==> config.mk <==
export PLATFORM = sky130hd
export DESIGN_NAME = dlr_ctrl
export DESIGN_NICKNAME = d
export VERILOG_FILES = /design/src/hdl/dlr_pkg.sv /design/src/hdl/dlr_ctrl.sv
export SDC_FILE = /design/constraint.sdc
export NUM_CORES = 1
export LEC_CHECK = 0
export ABC_AREA = 1
export BUFFER_PORTS_ARGS = -buffer_cell sky130_fd_sc_hd__buf_4
export CORE_AREA = 2 2 39 41
export CTS_CLUSTER_SIZE = 16
export DETAILED_ROUTE_END_ITERATION = 10
export DIE_AREA = 0 0 41 43
export GPL_TIMING_DRIVEN = 0
export PLACE_DENSITY = 0.72
export SLEW_MARGIN = 20
export SYNTH_ARGS = -nofsm -noshare
export SYNTH_HDL_FRONTEND = slang
export SYNTH_SLANG_ARGS = --single-unit
==> constraint.sdc <==
create_clock -name clk -period 1.5 [get_ports clk]
set_input_delay 0.225 -clock clk [delete_from_list [all_inputs] [get_ports clk]]
set_output_delay 0.225 -clock clk [all_outputs]
set_load 0.1 [all_outputs]
==> src/hdl/dlr_pkg.sv <==
// Shared types and constants for the DDA line rasterizer with scale and rotate.
// Used by every module of the block; no dependencies of its own.
`default_nettype none

package dlr_pkg;

  // Configuration port geometry
  localparam int ADDR_W    = 5;
  localparam int DATA_W    = 32;
  localparam int REG_IDX_W = ADDR_W - 2;
  localparam int CFG_W     = 16;
  localparam int COLOUR_W  = 4;

  // Register indexes (byte address = 4 * index)
  localparam logic [REG_IDX_W-1:0] REG_SCALE_X      = 3'd0;
  localparam logic [REG_IDX_W-1:0] REG_SCALE_Y      = 3'd1;
  localparam logic [REG_IDX_W-1:0] REG_COS_ANGLE    = 3'd2;
  localparam logic [REG_IDX_W-1:0] REG_SIN_ANGLE    = 3'd3;
  localparam logic [REG_IDX_W-1:0] REG_PIXEL_COLOUR = 3'd4;

  // Reset values: unit scale, zero angle, white
  localparam logic [CFG_W-1:0]    RST_SCALE  = 16'h1000;
  localparam logic [CFG_W-1:0]    RST_COS    = 16'h4000;
  localparam logic [CFG_W-1:0]    RST_SIN    = 16'h0000;
  localparam logic [COLOUR_W-1:0] RST_COLOUR = 4'hF;

  // Fraction bits of the scale (Q4.12) and rotation (Q1.14) factors
  localparam int SCALE_SHIFT = 12;
  localparam int ROT_SHIFT   = 14;

  typedef struct packed {
    logic [CFG_W-1:0]    scale_x;
    logic [CFG_W-1:0]    scale_y;
    logic [CFG_W-1:0]    cos_angle;
    logic [CFG_W-1:0]    sin_angle;
    logic [COLOUR_W-1:0] pixel_colour;
  } dlr_cfg_t;

  typedef enum logic [2:0] {
    ST_IDLE,
    ST_SCALE,
    ST_ROTATE,
    ST_COMBINE,
    ST_DELTA,
    ST_DIVIDE,
    ST_FINISH
  } dlr_state_t;

  // Controller to datapath
  typedef struct packed {
    logic take_load;
    logic advance;
    logic scale;
    logic rotate;
    logic combine;
    logic point;
    logic delta;
    logic div_first;
    logic div_step;
    logic finish;
  } dlr_cmd_t;

  // Datapath to controller
  typedef struct packed {
    logic active;
    logic out_busy;
  } dlr_status_t;

endpackage

`default_nettype wire

==> src/hdl/dlr_ctrl.sv <==
// Sequencer for the line engine: load transform, DDA setup, divide, advance.
// Depends on dlr_pkg; drives dlr_datapath through a command struct.
`default_nettype none

module dlr_ctrl #(
  parameter int FRAC_BITS = 16
) (
  input  wire logic                 clk,
  input  wire logic                 rst,
  input  wire logic                 req_valid,
  input  wire logic                 req_command,
  input  wire dlr_pkg::dlr_status_t sts,
  output logic                      ready,
  output dlr_pkg::dlr_cmd_t         ctl
);

  localparam int DCW = $clog2(FRAC_BITS + 1);
  localparam logic [DCW-1:0] DIV_LAST = DCW'(FRAC_BITS);
  localparam logic [DCW-1:0] DIV_ONE  = {{(DCW-1){1'b0}}, 1'b1};

  dlr_pkg::dlr_state_t state, state_next;
  logic                point, point_next;
  logic [DCW-1:0]      div_cnt, div_cnt_next;
  logic                accept;

  // New requests only in idle, and only once the pixel slot can take one
  assign ready  = (state == dlr_pkg::ST_IDLE) && !sts.out_busy;
  assign accept = req_valid && ready;

  always_ff @(posedge clk) begin
    if (rst) begin
      state   <= dlr_pkg::ST_IDLE;
      point   <= 1'b0;
      div_cnt <= '0;
    end else begin
      state   <= state_next;
      point   <= point_next;
      div_cnt <= div_cnt_next;
    end
  end

  // Next state
  always_comb begin
    state_next   = state;
    point_next   = point;
    div_cnt_next = div_cnt;
    case (state)
      dlr_pkg::ST_IDLE: begin
        if (accept && !req_command) begin
          state_next = dlr_pkg::ST_SCALE;
          point_next = 1'b0;
        end
      end
      dlr_pkg::ST_SCALE:  state_next = dlr_pkg::ST_ROTATE;
      dlr_pkg::ST_ROTATE: state_next = dlr_pkg::ST_COMBINE;
      dlr_pkg::ST_COMBINE: begin
        if (point) begin
          state_next = dlr_pkg::ST_DELTA;
        end else begin
          point_next = 1'b1;
          state_next = dlr_pkg::ST_SCALE;
        end
      end
      dlr_pkg::ST_DELTA: begin
        div_cnt_next = '0;
        state_next   = dlr_pkg::ST_DIVIDE;
      end
      dlr_pkg::ST_DIVIDE: begin
        if (div_cnt == DIV_LAST) begin
          state_next = dlr_pkg::ST_FINISH;
        end else begin
          div_cnt_next = div_cnt + DIV_ONE;
        end
      end
      dlr_pkg::ST_FINISH: state_next = dlr_pkg::ST_IDLE;
      default:            state_next = dlr_pkg::ST_IDLE;
    endcase
  end

  // Datapath commands
  always_comb begin
    ctl       = '0;
    ctl.point = point;
    case (state)
      dlr_pkg::ST_IDLE: begin
        ctl.take_load = accept && !req_command;
        ctl.advance   = accept && req_command && sts.active;
      end
      dlr_pkg::ST_SCALE:   ctl.scale   = 1'b1;
      dlr_pkg::ST_ROTATE:  ctl.rotate  = 1'b1;
      dlr_pkg::ST_COMBINE: ctl.combine = 1'b1;
      dlr_pkg::ST_DELTA:   ctl.delta   = 1'b1;
      dlr_pkg::ST_DIVIDE: begin
        ctl.div_first = (div_cnt == '0);
        ctl.div_step  = (div_cnt != '0);
      end
      dlr_pkg::ST_FINISH:  ctl.finish  = 1'b1;
      default: ;
    endcase
  end

endmodule

`default_nettype wire

* Word-level counts from Yosys, hierarchy flattened
Index checks and enable logic that the tools add are counted.
W data, S select, Z words.
** Word-level totals
- Output and inout bits :: 11
- RAM bits :: 0
- Bits in latches :: 0
- Logic and storage cells :: 44
- Register bits after elaboration :: 9
- Memories kept :: 0
- ROM bits :: 0
** Operators by class
- Add/subtract/negate cells :: 1
- Muxes and demuxes :: 15
- Magnitude comparators :: 0
- Multipliers :: 0
- Eq/ne operators :: 10
- Bitwise gates (word level) :: 0
- Reduce and logical (&&, ||, !) cells :: 15
- Divide/modulo/power cells :: 0
- Shift-type cells :: 0
** Operator list (count)
- $pmux W3 S6 :: 1
- $pmux W5 S2 :: 1
- $eq A3 B3 Y1 const B :: 3
- $mux W3 :: 3
- $eq A3 B2 Y1 const B :: 2
- $mux W1 :: 6
- $reduce_and A2 Y1 :: 3
- $add A5 B1 Y5 const B :: 1
- $eq A5 B5 Y1 const B :: 1
- $logic_and A1 B1 Y1 :: 5
- $logic_not A5 Y1 :: 1
- $mux W5 :: 1
- $reduce_bool A5 Y1 :: 1
- $mux W2 :: 2
- $ne A2 B2 Y1 const B :: 2
- $reduce_bool A2 Y1 :: 2
- $eq A3 B1 Y1 const B :: 1
- $logic_not A3 Y1 :: 1
- $logic_not A1 Y1 :: 2
- $ne A2 B1 Y1 const B :: 1
- $pmux W1 S2 :: 1

* Depth between registers and ports, before layout
- Depth in word-level cells :: 6
- Depth in mapped cells :: 7
- Depth with buffers taken out :: 7

* Worst setup path before layout
OpenSTA, ideal clock, no wires.
- Path type :: register -> register
- From :: register state[1]
- To :: register div_cnt[0]
- Slack :: -1.007 ns
- Data required time :: 1.385 ns
- Data arrival time :: 2.393 ns
- Buffers on the path :: 0
- Stages on the path, launching flop included :: 8
- Path through :: dfxtp_1 > inv_2 > nand2_4 > nor2_1 > inv_1 > nand2_2 > nand2_1 > and2_1
** On the way
- Word-level cells in the longest chain between the ends :: 3
- Elaborated cells on any way between the ends :: 6
- Those cells by class :: eq/ne (3); mux (1); reduce/logical (2)
** Ends and longest elaborated chain
- from (decl) :: line dlr_ctrl.sv:21 : dlr_pkg::dlr_state_t state, state_next;
- from (signal assigned) :: line dlr_ctrl.sv:32 : state <= dlr_pkg::ST_IDLE;
- from (signal assigned) :: line dlr_ctrl.sv:36 : state <= state_next;
- $eq A3 B3 Y1 :: line dlr_ctrl.sv:47 : case (state)
- $ne A2 B2 Y1 (no source line) or $reduce_bool A2 Y1 (tied branches)
- $reduce_and A2 Y1 (no source line)
- to (signal assigned) :: line dlr_ctrl.sv:38 : div_cnt <= div_cnt_next;
- to (decl) :: line dlr_ctrl.sv:23 : logic [DCW-1:0] div_cnt, div_cnt_next;
Several ways; a longest one is shown, not always the timed one.
A chain may end at the register's enable or synchronous reset.

==> key figures <==
Run status
  • Outcome: finished with violations
  • Failing checks: negative setup slack

Yosys
  • Yosys cell types: 22
  • Synth async-reset ratio: 0%
  • Yosys warnings: 0
  • Netlist Area Pre-Place: 616 um^2
  • Post-synth EDFFs: 0
  • Synth top area share: 29.3%
  • Seq/Total Area, Yosys: 29.3%
  • Post-synth top flop: dfxtp_1
  • Largest cells by area after synthesis: dfxtp_1 (29%), inv_1 (9.1%), nand2_1 (9.1%)
  • Mapped Cells: 94
  • Largest area contributor in the netlist: dfxtp_1
  • Mapped Avg Cell Area: 6.55 um^2
  • Synth top cells by count: inv_1 (15), nand2_1 (15), nor2_1 (13)
  • #FFs+latches synth: 9
  • Net Count, Synth: 102

Placement
  • Port Buffers: 15
  • Dpl ws: -0.0165 ns
  • Final Wtd Congestion: 0.762
  • DP HPWL: 1.05 mm

Clocking
  • Clk Latency, worst-skew pair: 0.26 ns
  • Cts hold-fix bufs: 0
  • TritonCTS clock tree: yes
  • Clock sinks: 9
  • CTS buffer count: 3
  • Max clock buf depth: 2
  • Clock-pin transition on the worst setup and hold timing paths: 0.06 ns
  • H-tree Lvls: 1
  • Clk root buf: clkbuf_4

Route
  • Vias: 659
  • Initial DRT Pass Iterations: 4
  • Initial drt markers: 13
  • # DRC: 0
  • Routed vias/inst: 4.95
  • Drt wl/cell: 11.4 um
  • Total wire length: 1.52 mm
  • Final ANT Viol Nets: 0

Die
  • I/O pin total: 17
  • Die Footprint: 1760 um^2
  • Row count: 14
  • Initial Utilization: 44.5%
  • Die X: 41 um
  • Height of the chip: 43 um
  • Core box area: 1380 um^2

GRT
  • Initial antenna violation count: 0
  • Vias in the first global route: 573
  • First-pass GRT wire length: 2.31 mm
  • GRT overflow: 0
  • Gr usage total: 19.5%
  • Largest net degree at the start of global routing: 10

Critical path
  • Bufs and invs on worst path: 3
  • Slowest-stage cell, CP: dfxtp_2
  • Crit Path Max Fanout: 4
  • Worst stage delay on the critical path: 0.34 ns
  • Critical Path Sink Type: output pin
  • Critical path class: reg -> out
  • Startpoint type of the worst setup path: register
  • Crit path max-delay family: flip-flops
  • Crit path DAT: 1.28 ns
  • Crit-path cells: inv_2 -> ha_4 -> nand3_4 -> nand2_2 -> clkinvlp_4 -> buf_12
  • Required time worst endpoint: 1.27 ns

Power
  • Power per cell area: 575 nW/um^2
  • Sequential power share: 44.3%
  • Sw Share: 31.3%
  • NetSw: 173 uW
  • Combinational share of power: 22.6%
  • P_int: 381 uW
  • Lkg Pwr: 0.421 nW
  • Peak VDD IR: 0.373 mV
  • Clk pwr share: 33.1%

Min path
  • Worst min path class: in -> reg

STA
  • Final Hold Fails: 0
  • Peak Freq: 663 MHz
  • Max_slew headroom: 73.4%
  • Slew Viols, Final: 0
  • Unrepaired setup endpoints after global routing: true
  • Final setup vio count: 1
  • Tmin final: 1.51 ns
  • Final Cycle Share: 101%
  • Tightest Pin Transition: 0.399 ns
  • Layout Skew: 0.00489 ns
  • Final hold slack: 0.307 ns
  • Final setup margin: -0.00870 ns

Finish
  • Antenna fix cells: 0
  • Fraction of layout cells with a size suffix above 1: 47.9%
  • Synth-to-layout area growth: 56.5%
  • Final net count: 126

Job
  • Max Cap Viol: 0
## cells in the final DEF (no fill, tap or decap)
master and count:
a21oi_1 7, buf_1 1, buf_6 2, nor2_2 5, clkbuf_1 1, ha_4 1, ha_1 1, o31ai_1 1
nand2_4 2, nand3_2 1, nand2_2 2, clkbuf_4 3, nor2_4 6, dfxtp_4 2, a31oi_1 1, o21bai_1 1
nor2_1 3, and2_1 1, nand2_1 14, xor2_1 1, inv_2 7, nand3_4 1, nand4_1 4, inv_1 9
clkinvlp_4 1, dfxtp_1 4, nand3_1 10, buf_12 5, dfxtp_2 3, o21ai_0 2, buf_4 15
## worst paths after layout
path / startpoint / end / slack [ns] / cells past startpoint
min: sts[0] / state[1] / 0.31 / 4
max: div_cnt[0] / ctl[1] / -0.009 / 6
min reg2reg: point / state[2] / 0.49 / 2
max reg2reg: div_cnt[0] / div_cnt[0] / 0.22 / 8
## stage by stage
step                power, mW  instance area, um^2  cells  util, %   TNS, ns
floorplan               0.335                  653     94        -    -0.376
global placement        0.362                  786    125     56.8         0
detailed placement      0.363                  786    125     56.8   -0.0165
CTS                     0.564                  938    132     67.8   -0.0835
global route            0.583                  963    133     69.6    -0.264
finish                  0.554                  963    133     69.6  -0.00870
## worst reg2reg max path: stages (launching register included)
cell and delay, ns:
dfxtp_2 0.36, inv_2 0.06, ha_4 0.17, buf_4 0.13, nand3_2 0.10, nand2_4 0.09, nand2_2 0.08, nand2_1 0.04
and2_1 0.14
## power by group through the flow
stage / Sequential [mW] / Clock, mW / Combinational [mW]
2_1_floorplan: 0.252 / 0 / 0.0829
3_3_place_gp: 0.253 / 0 / 0.109
3_5_place_dp: 0.253 / 0 / 0.110
4_1_cts: 0.247 / 0.195 / 0.122
5_1_grt: 0.245 / 0.204 / 0.133
6_report: 0.245 / 0.183 / 0.125
## cells by family (layout without fill, tap and decap cells)
kind of cell	Yosys count	count (layout)	share of synthesized area, %
xor gates and xnor gates	1	1	1.42
DFF	9	9	29.3
buffers and inverters	21	44	15.2
and+or+nand+nor	49	49	39.2
AOI/OAI and AO/OA	12	12	10.8
adders and majority gates	2	2	4.06
## what timing repair did
| action | CTS | global route |
|---|---|---|
| pin swaps | 7 | 4 |
| endpoints found under the setup margin | 6 | 6 |
| setup buffers | 3 | 1 |
| resized for setup | 30 | 6 |
## sequential cells by signal, summed over array words and instances (netlist names)
name / cells
div_cnt: 5
point: 1
state: 3
## layout make-up
cell class,instances,area (um^2)
fillers,117,420
flip-flops and latches,9,191
repair buffers,19,209
clock buffers,4,26.3
well taps,16,20.0
inverters,17,67.6
multi-input cells,64,419
plain buffers,4,30.0
## routing by layer
metal	share of wire [%]	wire length [um]	track usage, %
met1	39	598	22.8
met2	56	853	31.9
met3	3.4	51	3.14
met4	0.92	14	10.0
met5	0	0	0
Power figures use the tool's default switching activity.
