### src/hdl/dlr_pkg.sv
// Shared types and constants for the DDA line rasterizer with scale and rotate.
// Used by every module of the block; no dependencies of its own.
`default_nettype none

package dlr_pkg;

  // Configuration port geometry
  localparam int ADDR_W    = 5;
  localparam int DATA_W    = 32;
  localparam int REG_IDX_W = ADDR_W - 2;
  localparam int CFG_W     = 16;
  localparam int COLOUR_W  = 4;

  // Register indexes (byte address = 4 * index)
  localparam logic [REG_IDX_W-1:0] REG_SCALE_X      = 3'd0;
  localparam logic [REG_IDX_W-1:0] REG_SCALE_Y      = 3'd1;
  localparam logic [REG_IDX_W-1:0] REG_COS_ANGLE    = 3'd2;
  localparam logic [REG_IDX_W-1:0] REG_SIN_ANGLE    = 3'd3;
  localparam logic [REG_IDX_W-1:0] REG_PIXEL_COLOUR = 3'd4;

  // Reset values: unit scale, zero angle, white
  localparam logic [CFG_W-1:0]    RST_SCALE  = 16'h1000;
  localparam logic [CFG_W-1:0]    RST_COS    = 16'h4000;
  localparam logic [CFG_W-1:0]    RST_SIN    = 16'h0000;
  localparam logic [COLOUR_W-1:0] RST_COLOUR = 4'hF;

  // Fraction bits of the scale (Q4.12) and rotation (Q1.14) factors
  localparam int SCALE_SHIFT = 12;
  localparam int ROT_SHIFT   = 14;

  typedef struct packed {
    logic [CFG_W-1:0]    scale_x;
    logic [CFG_W-1:0]    scale_y;
    logic [CFG_W-1:0]    cos_angle;
    logic [CFG_W-1:0]    sin_angle;
    logic [COLOUR_W-1:0] pixel_colour;
  } dlr_cfg_t;

  typedef enum logic [2:0] {
    ST_IDLE,
    ST_SCALE,
    ST_ROTATE,
    ST_COMBINE,
    ST_DELTA,
    ST_DIVIDE,
    ST_FINISH
  } dlr_state_t;

  // Controller to datapath
  typedef struct packed {
    logic take_load;
    logic advance;
    logic scale;
    logic rotate;
    logic combine;
    logic point;
    logic delta;
    logic div_first;
    logic div_step;
    logic finish;
  } dlr_cmd_t;

  // Datapath to controller
  typedef struct packed {
    logic active;
    logic out_busy;
  } dlr_status_t;

endpackage

`default_nettype wire

### src/hdl/dlr_regs.sv
// APB-style configuration registers: scale, rotation and colour.
// Depends on dlr_pkg.
`default_nettype none

module dlr_regs (
  input  wire logic                          clk,
  input  wire logic                          rst,
  input  wire logic                          psel,
  input  wire logic                          penable,
  input  wire logic                          pwrite,
  input  wire logic [dlr_pkg::ADDR_W-1:0]    paddr,
  input  wire logic [dlr_pkg::DATA_W-1:0]    pwdata,
  output logic      [dlr_pkg::DATA_W-1:0]    prdata,
  output logic                               pready,
  output dlr_pkg::dlr_cfg_t                  cfg
);

  logic [dlr_pkg::REG_IDX_W-1:0] idx;
  logic                          wr;

  assign idx    = paddr[dlr_pkg::ADDR_W-1:2];
  assign wr     = psel & penable & pwrite;
  assign pready = 1'b1;

  // Register writes in the access phase
  always_ff @(posedge clk) begin
    if (rst) begin
      cfg.scale_x      <= dlr_pkg::RST_SCALE;
      cfg.scale_y      <= dlr_pkg::RST_SCALE;
      cfg.cos_angle    <= dlr_pkg::RST_COS;
      cfg.sin_angle    <= dlr_pkg::RST_SIN;
      cfg.pixel_colour <= dlr_pkg::RST_COLOUR;
    end else if (wr) begin
      case (idx)
        dlr_pkg::REG_SCALE_X:      cfg.scale_x      <= pwdata[dlr_pkg::CFG_W-1:0];
        dlr_pkg::REG_SCALE_Y:      cfg.scale_y      <= pwdata[dlr_pkg::CFG_W-1:0];
        dlr_pkg::REG_COS_ANGLE:    cfg.cos_angle    <= pwdata[dlr_pkg::CFG_W-1:0];
        dlr_pkg::REG_SIN_ANGLE:    cfg.sin_angle    <= pwdata[dlr_pkg::CFG_W-1:0];
        dlr_pkg::REG_PIXEL_COLOUR: cfg.pixel_colour <= pwdata[dlr_pkg::COLOUR_W-1:0];
        default: ;
      endcase
    end
  end

  // Read mux, zero extended
  always_comb begin
    case (idx)
      dlr_pkg::REG_SCALE_X:
        prdata = {{(dlr_pkg::DATA_W-dlr_pkg::CFG_W){1'b0}}, cfg.scale_x};
      dlr_pkg::REG_SCALE_Y:
        prdata = {{(dlr_pkg::DATA_W-dlr_pkg::CFG_W){1'b0}}, cfg.scale_y};
      dlr_pkg::REG_COS_ANGLE:
        prdata = {{(dlr_pkg::DATA_W-dlr_pkg::CFG_W){1'b0}}, cfg.cos_angle};
      dlr_pkg::REG_SIN_ANGLE:
        prdata = {{(dlr_pkg::DATA_W-dlr_pkg::CFG_W){1'b0}}, cfg.sin_angle};
      dlr_pkg::REG_PIXEL_COLOUR:
        prdata = {{(dlr_pkg::DATA_W-dlr_pkg::COLOUR_W){1'b0}}, cfg.pixel_colour};
      default:
        prdata = '0;
    endcase
  end

endmodule

`default_nettype wire

### config.mk
export PLATFORM = sky130hd
export DESIGN_NAME = dlr_regs
export DESIGN_NICKNAME = d
export VERILOG_FILES = /design/src/hdl/dlr_pkg.sv /design/src/hdl/dlr_regs.sv
export SDC_FILE = /design/constraint.sdc
export NUM_CORES = 1
export LEC_CHECK = 0
export ABC_AREA = 1
export BUFFER_PORTS_ARGS = -buffer_cell sky130_fd_sc_hd__clkbuf_2
export CAP_MARGIN = 10
export CELL_PAD_IN_SITES_DETAIL_PLACEMENT = 1
export CELL_PAD_IN_SITES_GLOBAL_PLACEMENT = 1
export CORE_MARGIN = 2
export CORE_UTILIZATION = 29
export DETAILED_ROUTE_END_ITERATION = 12
export HOLD_SLACK_MARGIN = 0.03
export PLACE_DENSITY_LB_ADDON = 0.15
export REMOVE_ABC_BUFFERS = 1
export SKIP_CTS_REPAIR_TIMING = 1
export SLEW_MARGIN = 15
export SYNTH_ARGS = -nofsm -noshare
export SYNTH_HDL_FRONTEND = slang
export SYNTH_SLANG_ARGS = --single-unit
### constraint.sdc
create_clock -name clk -period 1.1 [get_ports clk]
set_input_delay 0.165 -clock clk [delete_from_list [all_inputs] [get_ports clk]]
set_output_delay 0.165 -clock clk [all_outputs]
set_load 0.01 [all_outputs]
* Word-level counts from Yosys, hierarchy flattened
Index checks and enable logic that the tools add are counted.
** Word-level totals
- Word-level logic and storage cells :: 18
- Bits of input ports :: 42
- Output and inout port bits :: 101
- Bits in registers :: 68
** Operators by class
- Reductions and logical operators :: 6
- Mux-type cells :: 1
- Equal/unequal tests :: 4
- Bitwise logic cells :: 2
** Operators with widths (number)
- case mux 16 bit (5 select lines) :: 1
- AND reduction 2 bit :: 5
- == test 3 x 2 -> 1 bit, second input constant :: 2
- == test 3 x 1 -> 1 bit, second input constant :: 1
- == test 3 bit, second input constant :: 1
- logical NOT 3 bit :: 1
- bitwise AND 1 bit :: 2

* Longest topological paths before layout
Gate-level depths: netlist of the first run.
- Depth in word-level cells :: 3
- Depth in mapped cells :: 9
- Mapped depth without buffers :: 7

* Worst setup path before layout of the first run
Ideal clock, no wire load.
- Path type :: input-to-output
- Start point :: input port paddr[2] in the netlist's numbering
- End point :: output port prdata[7] in the netlist's numbering
- Buffers on the path :: 2
- Path slack :: -0.039 ns
- Required time :: 0.935 ns
- Arrival time :: 0.974 ns
- Stages on the path :: 9
- Cells stage by stage :: buf_6 > inv_2 > nand2_1 > nor2_4 > buf_6 > nand2_1 > nand2_1 > inv_1 > nand2_1
** Between the ends
- Cells in the longest elaborated chain, start to end :: 2
- Elaborated cells on any way between the ends :: 6
- Classes of those cells :: 4 x eq/ne; 1 x mux; 1 x reduce/logical
** RTL lines
- start: declaration :: RTL line dlr_regs.sv:11 : input wire logic [dlr_pkg::ADDR_W-1:0] paddr,
- == test 3 bit, or another cell as far along :: RTL line dlr_regs.sv:47 : case (idx)
- case mux 16 bit (5 select lines) (*) :: RTL line dlr_regs.sv:47
- end: declaration :: RTL line dlr_regs.sv:13 : output logic [dlr_pkg::DATA_W-1:0] prdata,
Mark *: on every way between the ends. The rest lies on a longest branch, timed or not.

* Worst setup path after layout of the first run
- Start point :: register cfg[20] in the netlist's numbering
- End point :: output port prdata[0] in the netlist's numbering
** Between the ends
- Cells in the longest elaborated chain, start to end :: 1
** RTL lines
- start: declaration :: RTL line dlr_regs.sv:15 : output dlr_pkg::dlr_cfg_t cfg
- case mux 16 bit (5 select lines) :: RTL line dlr_regs.sv:47
No other way between the ends.

==> results.yml, run 1 <==
outcome:
  status: "finished, violations left"
  violations: "negative setup slack"
power:
  worst_ir_drop_vdd_uv: 700
  power_density_nw_per_um2: 1230
  internal_power_mw: 4.98
  p_total_mw: 6.58
  p_switching_mw: 1.60
  combPwrFrac: 0.118
  clkPwrFrac: 0.499
  p_leak_nw: 2.67
  seqPwrFrac: 0.384
  swShare: 0.243
drt:
  firstDrtPassIters: 4
  drc: 0
  drt_wl_total_mm: 13.5
  antenna_left: 0
  drt-initial-drc-count: 122
  viasPerCell: 4.66
  wire_per_inst_um: 15.6
  vias: 4020
place:
  port_buffers: 107
  dp_hpwl_mm: 8.86
  dp_slack_ns: -0.267
  gp_congestion: 0.781
logic_synthesis:
  syn_area_um2: 3580
  synthTopCellsByCount: "nand2_1 (159), nor2_1 (142), dfxtp_1 (68)"
  syn_area_per_cell_um2: 6.40
  synth-main-ff-cell: "dfxtp_1"
  synth_seq_cells: 68
  synthArstFlopShare: 0
  yosys.area.top_type: "dfxtp_1"
  synth_top_area_frac: 0.380
  yosysSeqAreaShare: 0.380
  syn_inst: 559
  synth_edf_count: 0
  synth_area_leaders: "dfxtp_1 (38%), nand2_1 (17%), nor2_1 (15%)"
  ys_types: 22
  ys_warn_count: 0
  synth_most_common_cell: "nand2_1"
setup_path:
  required_ns: 0.94
  worst_setup_path_end_kind: "primary output"
  crit_arrival_ns: 1.14
  cp_cell_sequence: "nand4_1, nand2_2, nor2_2, nand2_1, buf_2"
  crit_slowest_cell: "dfxtp_2"
  critical_path.top_delay_family: "simple AND/OR/NAND/NOR gates"
  start_kind: "flop"
  critPathMaxStageDelay_ns: 0.32
  path_max_fanout: 2
  timing.critical_path.buf_inv: 1
  critical_path_class: "reg -> out"
timing:
  slew_violations: 0
  hold_viol_final: 0
  setup_tns_ns: -2.49
  period_minus_slack_ns: 1.31
  fin_skew_ns: 0
  setup_ws_ns: -0.207
  setup_viol: 16
  period_share: 1.19
  clock.fmax_ghz: 0.765
  rsz0062_at_grt: "true"
clock_network:
  clk_latency_ns: 0.33
  cts_buffers: 9
  cts_root_buf: "clkbuf_16"
  cts.sinks: 68
  htree_num_levels: 3
  cts.path.max_buffers: 2
  clkTransAtPathRegs_ns: 0.06
  cts_tree: "done"
finish:
  diodes: 0
  drive_gt1_frac: 0.383
  largest_reg_flops: 68
  multiInputGateArea_um2: 1890
  top_regs: "cfg (68)"
  nets: 753
  fillCellCount: 1555
  syn_to_final_growth_pct: 49.0
  seq_area_um2: 1390
  regMostFlops: "cfg"
grt:
  grt_pass1_wl_mm: 19.2
  antenna_found_initial: 0
  grt_overflow: 0
  grt_usage: 0.189
  grt_pass1_vias: 3854
  grt_max_degree: 46
floorplanning:
  num_rows: 40
  die_y_um: 115
  io_pins: 143
  core-area_um2: 12000
  die_area_um2: 13200
  initial_core_util: 0.298
  die_w_um: 115
hold_path:
  hold_path_class: "in -> reg"
run:
  cap_violations: 0
routing by layer:
| layer | vias to the layer above | global-route usage | routed length, um |
|---|---|---|---|
| met3 | 19 | 0.0474 | 647 |
| met1 | 1921 | 0.232 | 6080 |
| li1 | 1976 | - | - |
| met4 | 0 | 0.0667 | 270 |
| met5 | - | 0 | 0 |
| met2 | 104 | 0.322 | 6490 |
stage by stage:
stage          hold slack (ns)  utilization  area, um2  cells
6_report                0.0705        0.444       5330    863
5_1_grt                 0.0832        0.444       5330    863
4_1_cts                 0.0518        0.404       4850    846
3_5_place_dp             0.402        0.376       4510    830
3_3_place_gp             0.400        0.376       4510    830
2_1_floorplan            0.291            -       3310    530
worst register-to-register path, delay by kind of cell (launching register included):
family | cells | cell delay (ns)
AND/OR/NAND/NOR | 2 | 0.17
buffers and inverters | 1 | 0.14
flip-flops | 1 | 0.32
layout make-up:
type / instances / share of cell area
tap: 147 / 0.0345
sequential: 68 / 0.261
clock inverter: 4 / 0.0131
multi-input combinational: 409 / 0.354
clock buffer: 12 / 0.0500
inverter: 53 / 0.0434
timing repair buffer: 170 / 0.244
worst paths after layout:
kind,startpoint,end,slack [ns],cells after the start
setup / recovery,cfg[20],prdata[0],-0.21,5
hold / removal,pwdata[1],cfg[1],0.07,3
setup reg to reg,cfg[20],cfg[20],0.37,3
hold reg to reg,cfg[18],cfg[18],0.49,2
power by group through the flow:
stage | Combinational, mW | Clock [mW] | Sequential (mW)
3_3_place_gp | 0.642 | 0 | 2.58
4_1_cts | 0.656 | 3.36 | 2.52
6_report | 0.774 | 3.28 | 2.52
2_1_floorplan | 0.297 | 0 | 2.59
5_1_grt | 0.847 | 3.45 | 2.53
3_5_place_dp | 0.652 | 0 | 2.58
cells by family (layout without fill, tap and decap cells):
family                 after synthesis  in the layout  synth area share
AND/OR/NAND/NOR                    377            377             0.450
buffers and inverters               97            239             0.147
flip-flops                          68             68             0.380
AO/OA/AOI/OAI                       15             15            0.0210
other                                2             17           0.00210
placed cells by master (no fill, tap or decap):
cell       instances
a21oi_1            7
a21oi_2            5
buf_12            13
buf_2             11
buf_4             43
buf_6              9
buf_8              1
bufinv_16          2
clkbuf_16         13
clkbuf_2          89
clkbuf_8           3
clkinv_2           2
clkinv_8           2
conb_1            17
dfxtp_1           44
dfxtp_2           23
dfxtp_4            1
inv_1             40
inv_2             10
inv_8              1
nand2_1          136
nand2_2           18
nand2_4            7
nand3_1           56
nand3_2            3
nand3_4            2
nand4_1            5
nor2_1           134
nor2_2             8
nor2_4             7
nor2_8             1
o21ai_0            3
Power figures use the tool's default switching activity.
==> inputs of run 2 (changes only) <==
Settings changed: CORE_ASPECT_RATIO set to 0.7.
==> results.yml, run 2 (same netlist as run 1, synthesis figures left out) <==
outcome:
  status: "finished, violations left"
  violations: "negative setup slack"
setup_path:
  reg2regPathDepth: 3
  critical_path_class: "reg -> out"
  r2r_end: "cfg[27]"
  critPathLaunch: "cfg[18]"
  required_ns: 0.94
  crit_slowest_cell: "dfxtp_2"
  cp_cell_sequence: "inv_1, nor2_1, a21oi_1, nand2_2, buf_6"
  crit_arrival_ns: 1.16
  worst_setup_path_end_kind: "primary output"
  reg2reg_slack_ns: 0.34
  critPathMaxStageDelay_ns: 0.34
  start_kind: "flop"
  r2r_start: "cfg[27]"
  path_max_fanout: 3
drt:
  wl_met3_um: 571
  antenna_left: 0
  wl_met2_mm: 6.17
  wire_per_inst_um: 15.3
  drt_wl_total_mm: 13.6
  m1WireLength_mm: 6.66
  drc: 0
  viasPerCell: 4.52
  drt-initial-drc-count: 166
  firstDrtPassIters: 4
  top_layer: "met4"
  vias: 3993
clock_network:
  cts_tree: "done"
  clk_latency_ns: 0.33
  cts.path.max_buffers: 2
  htree_num_levels: 3
  cts.sinks: 68
  clkTransAtPathRegs_ns: 0.06
  cts_buffers: 9
  cts_root_buf: "clkbuf_16"
finish:
  fillCellCount: 1550
  diodes: 0
  largest_reg_flops: 68
  regMostFlops: "cfg"
  nets: 764
  drive_gt1_frac: 0.421
  syn_to_final_growth_pct: 51.0
  stdcell_area_um2: 5400
  final_cell_mix: "nor2_1 (133), nand2_1 (130), clkbuf_2 (87)"
  final_common_cell: "nor2_1"
  top_regs: "cfg (68)"
timing:
  slew_violations: 0
  hold_viol_final: 0
  setup_tns_ns: -2.49
  fin_skew_ns: 0
  fin_worst_hold_slack_ns: 0.0581
  rsz0062_at_grt: "true"
  setup_ws_ns: -0.228
  period_minus_slack_ns: 1.33
  clock.fmax_ghz: 0.753
  period_share: 1.21
  setup_viol: 16
place:
  gp_congestion: 0.793
  dp_slack_ns: -0.298
  post_dp_cell_area_um2: 4620
  port_buffers: 107
  dp_hpwl_mm: 9.64
power:
  power_density_nw_per_um2: 1150
  worst_ir_drop_vdd_uv: 722
  p_leak_nw: 2.75
grt:
  grt_pass1_wl_mm: 20.3
  grt_max_degree: 55
  grt_usage: 0.197
  grt_pass1_vias: 3843
  grt_overflow: 0
  antenna_found_initial: 0
floorplanning:
  die_w_um: 137
  die_y_um: 97.0
  io_pins: 143
  num_rows: 33
  core-area_um2: 11900
  die_area_um2: 13300
  initial_core_util: 0.301
run:
  cap_violations: 0
hold_path:
  hold_start: "pwdata[3]"
  min_to: "cfg[3]"
  hold_path_class: "in -> reg"
  hold_depth: 3
[run 2: changes by cell type in the layout (fill, tap and decap cells not counted), moves of 4 or more]
cell,delta
buf_6,+4
dfxtp_2,+11
clkbuf_16,-4
buf_2,+5
nand2_2,+4
nand2_1,-6
dfxtp_1,-11
[run 2: area by class of cell]
| type | instances | area [um2] | area share |
|---|---|---|---|
| inverter | 53 | 216 | 0.0401 |
| sequential | 68 | 1410 | 0.260 |
| multi-input combinational | 409 | 1920 | 0.356 |
| tap | 157 | 196 | 0.0364 |
| clock inverter | 6 | 65.1 | 0.0120 |
| timing repair buffer | 181 | 1370 | 0.253 |
| clock buffer | 10 | 229 | 0.0424 |
[run 2: critical path, delay by kind of cell (launching register included)]
kind / cells / cell delay [ns]
buffers and inverters: 2 / 0.18
DFF: 1 / 0.34
and+or+nand+nor: 2 / 0.14
AOI/OAI and AO/OA: 1 / 0.17
[run 2: layer usage]
layer  up-vias  GRT usage
met2        95      0.309
met3        12     0.0362
met5         -          0
li1       1996          -
met1      1890      0.277
met4         0     0.0531
[run 2: worst max path at each step]
stage	endpoint	cells after the start
4_1_cts	prdata[14]	9
5_1_grt	prdata[3]	5
6_report	prdata[14]	5
3_5_place_dp	prdata[14]	9
3_3_place_gp	prdata[14]	9
2_1_floorplan	cfg[10]	6
[run 2: stage by stage]
step,util,power (mW),std cells
floorplan,-,2.88,530
CTS,0.413,6.17,863
global placement,0.388,3.24,847
finish,0.454,6.21,884
detailed placement,0.388,3.25,847
global route,0.454,6.42,884
[run 2: power by group]
part	internal, mW	leakage [nW]	total, mW	switching [mW]
combinational	0.317	2.04	0.772	0.455
clock	1.76	0.142	2.91	1.16
sequential	2.50	0.565	2.53	0.0318
total	4.57	2.75	6.21	1.64
==> inputs of run 3 (changes only) <==
Settings changed: BUFFER_PORTS_ARGS -buffer_cell sky130_fd_sc_hd__clkbuf_2 to unset, CAP_MARGIN 10 to 20, CORE_UTILIZATION 29 to 38, DONT_BUFFER_PORTS set to 1.
==> results.yml, run 3 (same netlist as run 1, synthesis figures left out) <==
finish:
  drive_gt1_frac: 0.250
  diodes: 0
  final_common_cell: "nand2_1"
  fin_util: 0.486
  largest_reg_flops: 68
  nets: 635
  regMostFlops: "cfg"
  stdcell_area_um2: 4430
  syn_to_final_growth_pct: 23.7
  top_regs: "cfg (68)"
  final_cell_mix: "nand2_1 (150), nor2_1 (134), nand3_1 (53)"
drt:
  viasPerCell: 4.86
  antenna_left: 0
  wire_per_inst_um: 16.3
  vias: 3499
  drc: 0
  firstDrtPassIters: 4
  drt-initial-drc-count: 133
  drt_wl_total_mm: 11.7
grt:
  grt_util_met2: 0.384
  grtUsageMet1: 0.272
  antenna_found_initial: 0
  grt_usage: 0.226
  grt_overflow: 0
  grt_busiest_layer: "met2"
  grt_pass1_vias: 3451
  met3_usage: 0.0806
  grt_pass1_wl_mm: 17.8
  grt_max_degree: 69
hold_path:
  hold_depth: 4
  min_to: "cfg[16]"
  hold_path_class: "in -> reg"
  hold_start: "pwdata[12]"
timing:
  slew_violations: 0
  rsz0062_at_grt: "true"
  period_minus_slack_ns: 1.20
  period_share: 1.09
  fin_skew_ns: 0
  setup_viol: 16
  clock.fmax_ghz: 0.832
  hold_viol_final: 0
  setup_ws_ns: -0.102
setup_path:
  r2r_end: "cfg[55]"
  crit_top_cell: "nand2_1"
  reg2reg_slack_ns: 0.30
  path_max_fanout: 3
  critical_path_class: "reg -> out"
  critPathMaxStageDelay_ns: 0.42
  crit_arrival_ns: 1.04
  required_ns: 0.94
  start_kind: "flop"
  path_depth: 4
  crit_slowest_cell: "dfxtp_1"
  reg2regPathDepth: 4
  timing.critical_path.buf_inv: 1
  worst_setup_path_end_kind: "primary output"
  cp_cell_sequence: "nand2_1, nand2_1, inv_1, nand2_1"
  critical_path.top_delay_family: "flip-flops"
  r2r_start: "cfg[55]"
run:
  cap_violations: 0
power:
  worst_ir_drop_vdd_uv: 607
  swShare: 0.248
  p_total_mw: 5.81
  p_switching_mw: 1.44
  p_leak_nw: 2.00
  seqPwrFrac: 0.432
  combPwrFrac: 0.091
  power_density_nw_per_um2: 1310
  clkPwrFrac: 0.477
  internal_power_mw: 4.37
outcome:
  status: "finished, violations left"
  violations: "negative setup slack"
floorplanning:
  num_rows: 29
  die_area_um2: 10200
  io_pins: 143
  die_w_um: 120
  initial_core_util: 0.393
  core-area_um2: 9110
  die_y_um: 85.2
clock_network:
  cts_buffers: 9
  clkTransAtPathRegs_ns: 0.05
  cts_tree: "done"
  cts.sinks: 68
  cts_root_buf: "clkbuf_16"
  htree_num_levels: 3
  cts.path.max_buffers: 2
  clk_latency_ns: 0.33
place:
  dp_hpwl_mm: 7.72
  post_dp_cell_area_um2: 3920
  port_buffers: 0
  gp_congestion: 0.749
-- run 3: changes by cell type in the layout (fill, tap and decap cells not counted), sizes merged --
| cell | before | now |
|---|---|---|
| clkbuf | 97 | 11 |
| buf | 94 | 46 |
| dlygate4sd3 | 0 | 6 |
| clkinv | 5 | 2 |
| clkinvlp | 1 | 0 |
| inv | 52 | 53 |
-- run 3: metal layers --
layer	vias to the layer above	share of wire
met5	-	0
met4	0	0.0092
met3	11	0.080
met2	98	0.47
met1	1661	0.44
li1	1729	-
-- run 3: tightest hold or removal path: cells and delay by family --
family / cells / cell delay, ns
simple gates: 3 / 0.13
buf+inv: 1 / 0.05
-- run 3: worst max path at each step --
stage | endpoint | from
detailed placement | prdata[5] | paddr[4]
floorplan | cfg[10] | paddr[4]
finish | prdata[2] | cfg[6]
global placement | prdata[5] | paddr[4]
global route | prdata[11] | cfg[15]
CTS | prdata[15] | cfg[19]
-- run 3: area by class of cell --
cell class              instances  area [um2]
flip-flops and latches         68        1440
clock inverters                 3        40.0
clock buffers                  11         233
fillers                      1212        4680
multi-input cells             409        1840
well taps                     124         155
inverters                      53         204
repair buffers                 52         522
-- run 3: metrics by stage --
step / cells / setup TNS [ns] / hold slack (ns) / setup WS [ns]
2_1_floorplan: 530 / -4.84 / 0.291 / -0.160
3_3_place_gp: 699 / 0 / 0.293 / 0.0397
3_5_place_dp: 699 / 0 / 0.301 / 0.0188
4_1_cts: 713 / -2.20 / -0.0482 / -0.168
5_1_grt: 720 / -1.81 / 0.0812 / -0.154
6_report: 720 / -0.881 / 0.0459 / -0.102
-- run 3: power groups by stage --
stage               clock network [mW]  registers [mW]  logic (mW)
CTS                               2.84            2.53       0.498
global route                      2.94            2.51       0.583
finish                            2.77            2.51       0.529
global placement                     0            2.58       0.480
floorplan                            0            2.59       0.297
detailed placement                   0            2.59       0.494
